==> config.mk <==
export PLATFORM = sky130hd
export DESIGN_NAME = patd_front
export DESIGN_NICKNAME = d
export VERILOG_FILES = /design/src/rtl/patd_pkg.sv /design/src/rtl/patd_front.sv
export SDC_FILE = /design/constraint.sdc
export NUM_CORES = 1
export LEC_CHECK = 0
export BUFFER_PORTS_ARGS = -buffer_cell sky130_fd_sc_hd__clkbuf_2
export CORE_MARGIN = 1.5
export CORE_UTILIZATION = 58
export CTS_BUF_LIST = sky130_fd_sc_hd__clkbuf_2
export DETAILED_ROUTE_END_ITERATION = 16
export PLACE_DENSITY = 0.95
export REMOVE_ABC_BUFFERS = 1
export SLEW_MARGIN = 20
export SYNTH_ARGS = -nofsm -noshare
export SYNTH_HDL_FRONTEND = slang
export SYNTH_SLANG_ARGS = --single-unit
==> constraint.sdc <==
create_clock -name clk_i -period 15.68 [get_ports clk_i]
set_clock_uncertainty 0.2 [all_clocks]
set_input_delay 2.352 -clock clk_i [delete_from_list [all_inputs] [get_ports clk_i]]
set_output_delay 2.352 -clock clk_i [all_outputs]
set_load 0.005 [all_outputs]
==> src/rtl/patd_pkg.sv <==
package patd_pkg;

  localparam int unsigned PORT_SPACE_DEF = 65536;
  localparam int unsigned COUNT_BITS_DEF = 16;

  localparam int unsigned THR_W       = 16;
  localparam int unsigned ELAPSED_W   = 16;
  localparam int unsigned DIST_W      = 17;
  localparam int unsigned ADDR_W      = 5;
  localparam int unsigned DATA_W      = 32;
  localparam int unsigned ROW_BITS    = 64;
  localparam int unsigned EPOCH_W     = 8;
  localparam int unsigned QUOT_W      = 16;
  localparam int unsigned QUEUE_DEPTH = 2;

  localparam logic [15:0] SSH_PORT = 16'd22;
  localparam logic [15:0] FTP_PORT = 16'd21;
  localparam logic [15:0] DNS_PORT = 16'd53;

  localparam logic [THR_W-1:0] SSH_THR_RST    = 16'd10;
  localparam logic [THR_W-1:0] FTP_THR_RST    = 16'd15;
  localparam logic [THR_W-1:0] SCAN_THR_RST   = 16'd20;
  localparam logic [THR_W-1:0] DNS_THR_RST    = 16'd100;
  localparam logic [THR_W-1:0] SYN_THR_RST    = 16'd500;
  localparam logic [THR_W-1:0] WINDOW_SEC_RST = 16'd60;

  typedef enum logic [2:0] {
    REG_SSH,
    REG_FTP,
    REG_SCAN,
    REG_DNS,
    REG_SYN,
    REG_WINDOW
  } reg_idx_e;

  typedef enum logic [1:0] {
    ST_CLEAR,
    ST_IDLE,
    ST_UPDATE
  } back_state_e;

  typedef struct packed {
    logic        opcode;
    logic [31:0] source_address;
    logic [31:0] dest_address;
    logic [15:0] src_port;
    logic [15:0] dest_port;
    logic        syn_bit;
    logic        ack_bit;
  } in_item_t;

  typedef struct packed {
    logic        ssh_alert;
    logic        ftp_alert;
    logic        scan_alert;
    logic        flood_alert;
    logic        dns_alert;
    logic        window_cleared;
    logic [31:0] alert_source_address;
    logic [31:0] alert_dest_address;
    logic [15:0] alert_src_port;
    logic [15:0] alert_dest_port;
  } out_item_t;

  typedef struct packed {
    logic [THR_W-1:0] ssh_thr;
    logic [THR_W-1:0] ftp_thr;
    logic [THR_W-1:0] scan_thr;
    logic [THR_W-1:0] dns_thr;
    logic [THR_W-1:0] syn_thr;
    logic [THR_W-1:0] window_sec;
  } cfg_t;

  typedef struct packed {
    logic is_tick;
    logic hit_ssh;
    logic hit_ftp;
    logic hit_dns;
    logic hit_syn;
  } cls_t;

  typedef struct packed {
    in_item_t          item;
    cls_t              cls;
    logic [QUOT_W-1:0] quot;
  } queue_entry_t;

endpackage

==> src/rtl/patd_front.sv <==
module patd_front import patd_pkg::*; #(
  parameter int unsigned PORT_SPACE = PORT_SPACE_DEF
) (
  input  logic         clk_i,
  input  logic         rst_ni,
  input  logic         in_valid_i,
  output logic         in_ready_o,
  input  in_item_t     in_item_i,
  output logic         q_valid_o,
  input  logic         q_pop_i,
  output queue_entry_t q_entry_o
);

  localparam int unsigned PTR_W = (QUEUE_DEPTH > 1) ? $clog2(QUEUE_DEPTH) : 1;
  localparam int unsigned CNT_W = $clog2(QUEUE_DEPTH + 1);
  localparam logic [32:0] RECIP = 33'((64'd1 << 32) / PORT_SPACE);

  queue_entry_t      entries_q [QUEUE_DEPTH];
  logic [PTR_W-1:0]  wr_ptr_q, wr_ptr_d;
  logic [PTR_W-1:0]  rd_ptr_q, rd_ptr_d;
  logic [CNT_W-1:0]  count_q, count_d;
  logic              push;
  logic [48:0]       prod;
  queue_entry_t      new_entry;

  // quotient of dest_port by the port space, at most one short
  assign prod = 49'(in_item_i.dest_port) * 49'(RECIP);

  always_comb begin
    new_entry.item        = in_item_i;
    new_entry.cls.is_tick = in_item_i.opcode;
    new_entry.cls.hit_ssh = (in_item_i.dest_port == SSH_PORT);
    new_entry.cls.hit_ftp = (in_item_i.dest_port == FTP_PORT);
    new_entry.cls.hit_dns = (in_item_i.dest_port == DNS_PORT);
    new_entry.cls.hit_syn = in_item_i.syn_bit & ~in_item_i.ack_bit;
    new_entry.quot        = prod[47:32];
  end

  assign in_ready_o = (count_q != CNT_W'(QUEUE_DEPTH));
  assign push       = in_valid_i && in_ready_o;
  assign q_valid_o  = (count_q != '0);
  assign q_entry_o  = entries_q[rd_ptr_q];

  always_comb begin
    wr_ptr_d = wr_ptr_q;
    rd_ptr_d = rd_ptr_q;
    count_d  = count_q;
    if (push) begin
      wr_ptr_d = (wr_ptr_q == PTR_W'(QUEUE_DEPTH - 1)) ? '0 : wr_ptr_q + 1'b1;
    end
    if (q_pop_i) begin
      rd_ptr_d = (rd_ptr_q == PTR_W'(QUEUE_DEPTH - 1)) ? '0 : rd_ptr_q + 1'b1;
    end
    if (push && !q_pop_i) begin
      count_d = count_q + 1'b1;
    end else if (!push && q_pop_i) begin
      count_d = count_q - 1'b1;
    end
  end

  always_ff @(posedge clk_i or negedge rst_ni) begin
    if (!rst_ni) begin
      wr_ptr_q <= '0;
      rd_ptr_q <= '0;
      count_q  <= '0;
    end else begin
      wr_ptr_q <= wr_ptr_d;
      rd_ptr_q <= rd_ptr_d;
      count_q  <= count_d;
    end
  end

  always_ff @(posedge clk_i) begin
    if (push) begin
      entries_q[wr_ptr_q] <= new_entry;
    end
  end

endmodule

==> results of run 1 <==
synth_stat cells:
master,n
nor4b_1,1
or2_2,1
nand2_1,1
or4_4,1
edfxtp_1,206
nand2b_1,2
nor2_1,3
buf_4,18
clkbuf_1,1
conb_1,1
nor2b_1,2
xor2_1,3
ha_1,1
nand4_1,2
mux2_2,103
and3_1,1
buf_6,6
buf_2,4
nor4_2,1
nor4_1,1
dfrtp_1,4
nor3_1,2
xnor2_1,2
inv_1,3
critical path: cells and delay by family, from the launching register on:
kind,cells,cell delay (ps)
buffers and inverters,2,840
DFF,1,820
muxes,1,430
layout make-up:
class / count / area (µm²)
inverters: 3 / 11.3
clock buffers: 71 / 355
multi-input cells: 143 / 1400
well taps: 176 / 220
repair buffers: 212 / 1070
fillers: 878 / 3850
flip-flops and latches: 210 / 6290
clock inverters: 12 / 46.3
final timing paths:
path                       startpoint                to  cells past startpoint
max                          rd_ptr_q     q_entry_o[75]                      3
min                        count_q[1]        count_q[1]                      1
max reg2reg                count_q[0]  entries_q[1][90]                      3
min reg2reg                count_q[1]        count_q[1]                      1
max in group asynchronous      rst_ni        count_q[0]                      1
min in group asynchronous      rst_ni          rd_ptr_q                      1
per-layer routing:
metal	GRT usage	up-vias	part of all wire	routed length [µm]
li1	-	1949	-	-
met1	0.233	2028	0.39	5520
met2	0.340	180	0.52	7270
met3	0.0623	30	0.072	1010
met4	0.0804	0	0.021	299
met5	0	-	0	0
power breakdown:
group          total [W]  internal, W  switching [W]
Sequential      0.000821     0.000768      0.0000529
Clock           0.000310     0.000120       0.000190
Combinational   0.000441     0.000225       0.000217
sequential cells by signal (all words and copies together), names as in the netlist:
signal / count
wr_ptr_q: 1
count_q: 2
rd_ptr_q: 1
entries_q: 206
stage by stage:
step	instance area, µm²	hold slack (ps)	util
2_1_floorplan	7690	256	-
3_3_place_gp	8990	274	0.679
3_5_place_dp	8990	317	0.679
4_1_cts	9400	335	0.710
5_1_grt	9400	361	0.710
6_report	9400	334	0.710
placed cells by master (no fill, tap or decap), types with 2 or more instances in the layout:
cell type  synthesis  final
edfxtp_1         206    206
nor2b_1            2      2
nor3_1             2      2
inv_1              3      3
nand4_1            2      2
dfrtp_1            4      3
buf_4             18      4
clkinv_1           0     10
clkbuf_2           0    279
xor2_1             3      3
nor2_1             3      2
conb_1             1     16
xnor2_1            2      2
mux2_2           103    103
nand2b_1           2      2
kinds of logic (layout without fill, tap and decap cells):
logic type	Yosys count	count (layout)
buf+inv	32	298
mux	103	103
xor+xnor	5	5
fa+ha+maj	1	1
other cells	1	16
flops	210	210
simple gates	18	18
==> results.md, run 1 <==
- H-tree lvl count: 2
- Row count: 42
- Setup TNS: 0 ps
- Fraction of the mapped netlist area in adder cells: 0.00159
- Max-slew headroom: 0.455
- Synth warn: 0
- Routed vias/inst: 5.06
- Setup ws final: 10,260 ps
- Final Max Slew Viols: 0
- Largest stage delay, worst path: 820 ps
- Drt wl/cell: 17.1 µm
- Main combinational cell family by area after synthesis: multiplexers
- Reg2reg setup slack: 13,100 ps
- Synth area leader: edfxtp_1
- Die area: 14,300 µm²
- Initial antenna violation count: 0
- WP data required: 13,130 ps
- Synth Area in Compound Gates: 0
- Inserted Clock Buffers: 49
- HPWL Detailed: 9390 µm
- IO Pins: 225
- P_leak: 3.69 nW
- Placer Congestion: 0.723
- Post-Place Cells: 744
- CTS Buffer Depth: 3
- Peak VDD IR: 125 µV
- GR Util All Layers: 0.198
- Vias in the first global route: 4,440
- Top cell type's share of synthesized area: 0.787
- Die Y: 119 µm
- Unrepaired setup endpoints after global routing: no
- N_diodes: 0
- Min-delay worst type: reg2reg
- Tmin final: 5420 ps
- Initial Util: 0.593
- Worst skew pair latency: 730 ps
- Hold Buf Count CTS: 0
- Number of port buffers: 208
- Largest cells by area after synthesis: edfxtp_1 (79%), mux2_2 (15%), buf_4 (1.7%), dfrtp_1 (1.3%), buf_6 (0.86%)
- First-pass GRT wire length: 21,500 µm
- Final cell count without fillers: 827
- Place WS: 11,000 ps
- Synthesized-area fraction occupied by and/or/nand/nor cells: 0.0145
- CTS tree: done
- Via count: 4,187
- Synthesized instance count: 370
- # clock sinks: 210
- # resized after CTS: 0
- Critical Path, Cell by Cell: buf_4, mux2_2, clkbuf_2
- Root Driver: clkbuf_2
- DRC: 0
- CP Max Fanout: 61
- DR iter-0 viols: 315
- Final setup fails: 0
- Mean area per synthesized cell: 21.2 µm²
- Max Freq: 0.184 GHz
- Arr. time, crit path: 2870 ps
- Netlist cell types: 24
- Critical Path Slowest Stage Cell: dfrtp_4
- DRT Wirelength: 14,100 µm
- Share of layout cells above drive strength 1: 0.605
- Setup crit start kind: flop
- Final Hold Viols: 0
- Worst slew pin tran: 817 ps
- Power Density: 167 nW/µm²
- Setup crit end kind: primary output
- #FFs+latches synth: 210
- Post-synthesis sequential area ratio: 0.800
- Max-cap violations: 0
- DRT Pass-1 Iters: 4
- Worst-path clk slew: 100 ps
- Total power: 0.00157 W
- Synth Area in XOR/XNOR: 0.00557
- Antenna Nets Post-Route: 0
- Layout area overhead: 19.6%
- Crit share post-route: 0.346
- Outcome: finished clean
- Remaining Overflow, GRT: 0
- Die width: 119 µm
- Multiplexer share of the synthesized area: 0.148
- Setup repair bufs after CTS: 0
- Core ar.: 13,200 µm²
- Final Net Count: 723
- Cell Area, Synth: 7860 µm²
- Worst setup path class: reg2out
- Largest net degree at the start of global routing: 62
Power figures use the tool's default switching activity.
==> run 2: changes to the inputs <==
--- a/config.mk
+++ b/config.mk
@@ -7,10 +7,10 @@
 export LEC_CHECK = 0
 export BUFFER_PORTS_ARGS = -buffer_cell sky130_fd_sc_hd__clkbuf_2
 export CORE_MARGIN = 1.5
-export CORE_UTILIZATION = 58
+export CORE_UTILIZATION = 54
 export CTS_BUF_LIST = sky130_fd_sc_hd__clkbuf_2
 export DETAILED_ROUTE_END_ITERATION = 16
-export PLACE_DENSITY = 0.95
+export PLACE_DENSITY = 0.94
 export REMOVE_ABC_BUFFERS = 1
 export SLEW_MARGIN = 20
 export SYNTH_ARGS = -nofsm -noshare
==> constraint.sdc (replaced) <==
create_clock -name clk_i -period 5.5 [get_ports clk_i]
set_clock_uncertainty 0.2 [all_clocks]
set_input_delay 0.825 -clock clk_i [delete_from_list [all_inputs] [get_ports clk_i]]
set_output_delay 0.825 -clock clk_i [all_outputs]
set_load 0.005 [all_outputs]
==> run 2 against run 1 <==
Net effect:
- non-clock buffer count increased by 41
- worst hold slack got worse by 240 ps
- global-route usage increased by 0.51 points
- wire length increased by 11%
- register-to-register slack got worse by 10000 ps
- final cell count increased by 6.4%
- sequential share of layout area decreased by 3.2 points
- critical path depth unchanged
- utilization decreased by 0.65 points
- critical endpoint is now q_entry_o[119]
- highest routed layer unchanged
==> results.md, run 2 (synthesized netlist as in run 1, its figures left out) <==
- Max-cap violations: 0
- WP data required: 4470 ps
- Core ar.: 14,000 µm²
- Sequential Area: 6290 µm²
- Final Hold Viols: 0
- Top flop regs: entries_q: 206 flops, count_q: 2 flops
- Row count: 43
- P_leak: 3.90 nW
- # resized after CTS: 0
- Post-route design area: 9870 µm²
- Die width: 124 µm
- DR iter-0 viols: 222
- DRC: 0
- Share of layout cells above drive strength 1: 0.569
- Internal power: 0.00326 W
- Setup crit end kind: primary output
- Number of port buffers: 208
- Crit share post-route: 0.712
- Setup crit end: q_entry_o[119]
- Setup crit start kind: flop
- Reg2reg path depth: 3
- Die Y: 124 µm
- Worst hold margin: 92.7 ps
- CTS tree: done
- Area of the multi-input gates: 1400 µm²
- Unrepaired setup endpoints after global routing: no
- Reg2reg setup slack: 2830 ps
- DP Area: 9000 µm²
- Final Max Slew Viols: 0
- CP Max Fanout: 72
- Drt wl/cell: 17.7 µm
- Via count: 4,385
- GR Util All Layers: 0.203
- Largest net degree at the start of global routing: 73
- Critical Path, Cell by Cell: buf_4, mux2_2, clkbuf_2
- Worst skew pair latency: 710 ps
- Final setup fails: 0
- Largest stage delay, worst path: 1070 ps
- Outcome: finished clean
- Antenna Nets Post-Route: 0
- Total power: 0.00463 W
- N_diodes: 0
- Placer Congestion: 0.713
- Commonest non-fill, non-tap cell in the layout: clkbuf_2
- DRT Wirelength: 15,600 µm
- CTS Buffer Depth: 3
- Min-delay worst type: in2reg
- Most frequent cells in the layout: clkbuf_2 (284), edfxtp_1 (206), mux2_2 (103)
- Initial Util: 0.560
- Remaining Overflow, GRT: 0
- Final Net Count: 765
- NetSw: 0.00137 W
- Root Driver: clkbuf_2
- First-pass GRT wire length: 23,100 µm
- Worst slew pin tran: 974 ps
- Worst-path clk slew: 120 ps
- Final Util: 0.703
- Comb power frac: 0.274
- IO Pins: 225
- Initial antenna violation count: 0
- Routed vias/inst: 4.98
- Arr. time, crit path: 2890 ps
- Hold Buf Count CTS: 39
- Setup TNS: 0 ps
- HPWL Detailed: 9540 µm
- Inserted Clock Buffers: 50
- Max Freq: 0.255 GHz
- Filler cell count: 912
- Capturing point of the worst reg2reg path: entries_q[1][65]
- Clk pwr share: 0.213
- RR Startpoint: count_q[0]
- Switching Share: 0.296
- Tmin final: 3920 ps
- Peak VDD IR: 364 µV
- Power Density: 469 nW/µm²
- Worst setup path class: reg2out
- Reg with most FFs: entries_q
- Setup repair bufs after CTS: 0
- Seq pwr share: 0.513
- H-tree lvl count: 2
- # clock sinks: 210
- Critical Path Slowest Stage Cell: dfrtp_4
- Number of flip-flops in the largest register: 206
- Layout area overhead: 25.7%
- Vias in the first global route: 4,669
- Max-slew headroom: 0.350
- Worst setup path start: rd_ptr_q
- DRT Pass-1 Iters: 4
- Die area: 15,300 µm²
run 2: cell count changes in the layout (fill, tap and decap cells not counted), sizes merged:
cell / delta
clkinv: +3
bufinv: +1
clkbuf: +5
inv: -1
dlygate4sd3: +41
run 2: worst min path at each step:
stage | cells after the start | slack (ps) | end | from
after floorplan | 1 | 260 | count_q[1] | count_q[1]
after global placement | 1 | 270 | count_q[1] | count_q[1]
after detailed placement | 1 | 340 | count_q[1] | count_q[1]
after CTS | 1 | 0.2 | entries_q[1][43] | in_item_i[38]
after global routing | 1 | 0.05 | entries_q[0][39] | in_item_i[34]
final | 1 | 90 | entries_q[0][57] | in_item_i[52]
run 2: cell type report:
class	instances	area share
Clock buffer	76	0.0385
Clock inverter	15	0.00836
Inverter	3	0.00114
Multi-Input combinational cell	143	0.142
Sequential cell	210	0.637
Tap cell	180	0.0228
Timing Repair Buffer	253	0.150
run 2: through the flow:
stage / instances / worst slack (ps)
6_report: 880 / 1580
5_1_grt: 880 / 1380
4_1_cts: 878 / 1460
3_5_place_dp: 748 / 2310
3_3_place_gp: 748 / 2380
2_1_floorplan: 356 / -466
run 2: critical path: cells and delay by family, from the launching register on:
kind	cells	cell delay (ps)
muxes	1	410
buffers and inverters	2	660
DFF	1	1070
run 2: per-layer routing:
layer,vias up,wire length [µm],global-route usage
li1,2033,-,-
met1,2137,5840,0.228
met2,188,8420,0.362
met3,27,1070,0.0568
met4,0,270,0.0905
met5,-,0,0
run 2: power by group through the flow:
stage / logic (W) / clock network, W / registers, W
finish: 0.00127 / 0.000986 / 0.00238
global route: 0.00138 / 0.00110 / 0.00242
CTS: 0.00128 / 0.00102 / 0.00238
detailed placement: 0.00124 / 0 / 0.00242
global placement: 0.00121 / 0 / 0.00239
floorplan: 0.000714 / 0 / 0.00242
==> run 3: changes to the inputs <==
--- a/config.mk
+++ b/config.mk
@@ -5,12 +5,13 @@
 export SDC_FILE = /design/constraint.sdc
 export NUM_CORES = 1
 export LEC_CHECK = 0
+export ABC_AREA = 1
 export BUFFER_PORTS_ARGS = -buffer_cell sky130_fd_sc_hd__clkbuf_2
 export CORE_MARGIN = 1.5
 export CORE_UTILIZATION = 54
 export CTS_BUF_LIST = sky130_fd_sc_hd__clkbuf_2
 export DETAILED_ROUTE_END_ITERATION = 16
-export PLACE_DENSITY = 0.94
+export PLACE_DENSITY = 0.93
 export REMOVE_ABC_BUFFERS = 1
 export SLEW_MARGIN = 20
 export SYNTH_ARGS = -nofsm -noshare
==> constraint.sdc (replaced) <==
create_clock -name clk_i -period 3.9 [get_ports clk_i]
set_clock_uncertainty 0.2 [all_clocks]
set_input_delay 0.585 -clock clk_i [delete_from_list [all_inputs] [get_ports clk_i]]
set_output_delay 0.585 -clock clk_i [all_outputs]
set_load 0.005 [all_outputs]
==> run 3 against run 2 <==
Net effect:
- die area is 3.3% higher
- count of clock-buffer cells in the layout decreased by 8
- wire length rose by 11%
- non-clock buffer count increased by 62
- synthesized cell count grew 5.9%
- largest power group unchanged
==> results.md, run 3 <==
- Outcome: finished clean
- Drt wl/cell: 18.0 µm
- Tmin final: 3190 ps
- Largest net degree at the start of global routing: 105
- Initial antenna violation count: 1
- Mean area per synthesized cell: 20.7 µm²
- Crit share post-route: 0.817
- Unrepaired setup endpoints after global routing: no
- Post-synthesis sequential area ratio: 0.774
- Commonest non-fill, non-tap cell in the layout: clkbuf_2
- Worst skew pair latency: 720 ps
- Setup TNS: 0 ps
- Final setup fails: 0
- EDFF count, synth: 206
- DRT Pass-1 Iters: 4
- Via count: 4,694
- Root Driver: clkbuf_2
- Count leader, synth: edfxtp_1
- Post-synth top cells: edfxtp_1 (206), mux2_4 (60), mux2_2 (43)
- H-tree lvl count: 2
- Max Freq: 0.314 GHz
- Worst-path clk slew: 110 ps
- Final Net Count: 847
- Final Max Slew Viols: 0
- Ys async rst share: 0.0190
- HPWL Detailed: 9550 µm
- DR iter-0 viols: 297
- Reg with most FFs: entries_q
- Area of the multi-input gates: 1630 µm²
- Cell Area, Synth: 8130 µm²
- Placer Congestion: 0.740
- Synthesized instance count: 392
- # clock sinks: 210
- Dominant synthesized flop cell: edfxtp_1
- Final Util: 0.733
- Top flop regs: entries_q: 206 flops, count_q: 2 flops
- Row count: 44
- Layout area overhead: 31.7%
- Die area: 15,800 µm²
- Remaining Overflow, GRT: 0
- Die width: 126 µm
- CP Max Fanout: 38
- Initial Util: 0.557
- Number of port buffers: 208
- Netlist cell types: 17
- Worst setup path class: reg2out
- Core ar.: 14,600 µm²
- Setup crit start kind: flop
- #FFs+latches synth: 210
- Top cell type's share of synthesized area: 0.761
- Min-delay worst type: in2reg
- Antenna Nets Post-Route: 0
- DRT Wirelength: 17,300 µm
- Filler cell count: 843
- CTS tree: done
- CTS Buffer Depth: 3
- GR Util All Layers: 0.218
- P_leak: 4.44 nW
- Die Y: 126 µm
- DRC: 0
- Largest cells by area after synthesis: edfxtp_1 (76%), mux2_4 (11%), mux2_2 (6.0%), buf_4 (1.6%), dfrtp_1 (1.2%)
- Number of flip-flops in the largest register: 206
- Synth warn: 0
- Sequential Area: 6290 µm²
- Setup repair bufs after CTS: 0
- Max-slew headroom: 0.501
- Peak VDD IR: 422 µV
- Final Hold Viols: 0
- Arr. time, crit path: 2400 ps
- Max-cap violations: 0
- Routed vias/inst: 4.90
- IO Pins: 225
- Most frequent cells in the layout: clkbuf_2 (276), edfxtp_1 (206), dlygate4sd3_1 (102)
- Setup crit end kind: primary output
- Worst slew pin tran: 748 ps
- Inserted Clock Buffers: 48
- Synth area leader: edfxtp_1
- Share of layout cells above drive strength 1: 0.505
- First-pass GRT wire length: 26,500 µm
- Vias in the first global route: 5,190
- Power Density: 628 nW/µm²
- WP data required: 3120 ps
run 3: cell types whose count changed in the layout (fill, tap and decap cells not counted), sizes merged, moves of 2 or more:
cell and change:
nand2 +12, xor2 -2, nor2 +14, nor2b -2
clkbuf -8, nand3 +2, clkinv -5, nor4 -2
nor3 -2, inv +11, dlygate4sd3 +61, nand2b -2
run 3: stage by stage:
step           hold slack [ps]  power (W)  std cells  worst slack, ps  cell area, µm²
3_5_place_dp               203    0.00541        775             1480            9290
2_1_floorplan             89.4    0.00476        378            -1850            7940
4_1_cts                   63.8    0.00675        956              604           10700
5_1_grt                    123    0.00709        956              549           10700
6_report                   178    0.00671        957              712           10700
3_3_place_gp               197    0.00531        775             1520            9290
run 3: cell families after synthesis:
| logic type | after synthesis | share of synthesized area |
|---|---|---|
| flops | 210 | 0.774 |
| mux | 103 | 0.170 |
| buf+inv | 41 | 0.0353 |
| simple gates | 34 | 0.0166 |
| xor+xnor | 2 | 0.00216 |
| fa+ha+maj | 1 | 0.00154 |
| other cells | 1 | 0.000461 |
run 3: layout make-up:
type                            instances  area share
Antenna cell                            1    0.000234
Clock buffer                           68      0.0318
Clock inverter                         11     0.00398
Inverter                               12     0.00421
Multi-Input combinational cell        156       0.152
Sequential cell                       210       0.588
Tap cell                              184      0.0215
Timing Repair Buffer                  315       0.199
run 3: path summary, 6_finish.rpt:
path	start	end	depth (start not counted)	slack (ps)
setup / recovery	rd_ptr_q	q_entry_o[50]	3	710
hold / removal	in_valid_i	wr_ptr_q	5	180
setup reg to reg	count_q[0]	entries_q[0][100]	5	1760
hold reg to reg	count_q[0]	count_q[0]	1	350
max in group asynchronous	rst_ni	rd_ptr_q	3	2720
min in group asynchronous	rst_ni	rd_ptr_q	3	590
run 3: per-layer routing:
layer	vias up	routed length (µm)	global-route usage	share of wire
met2	205	9520	0.402	0.55
li1	2195	-	-	-
met3	30	1220	0.0633	0.071
met1	2264	6200	0.236	0.36
met5	-	0	0	0
met4	0	307	0.0836	0.018
run 3: where the power goes:
part	switching, W	internal, W	total [W]
combinational	0.00106	0.00116	0.00222
sequential	0.000161	0.00308	0.00324
clock	0.000793	0.000461	0.00125
total	0.00202	0.00470	0.00671
run 3: worst max-delay path, cell delays in order, from the launching register on:
cell	delay, ps
dfrtp_4	560
buf_4	550
mux2_2	410
clkbuf_2	110
run 3: what timing repair did:
action                    4_1_cts  5_1_grt
hold buffers                  102        0
hold endpoints to repair      208        0
gates resized for setup         0        0
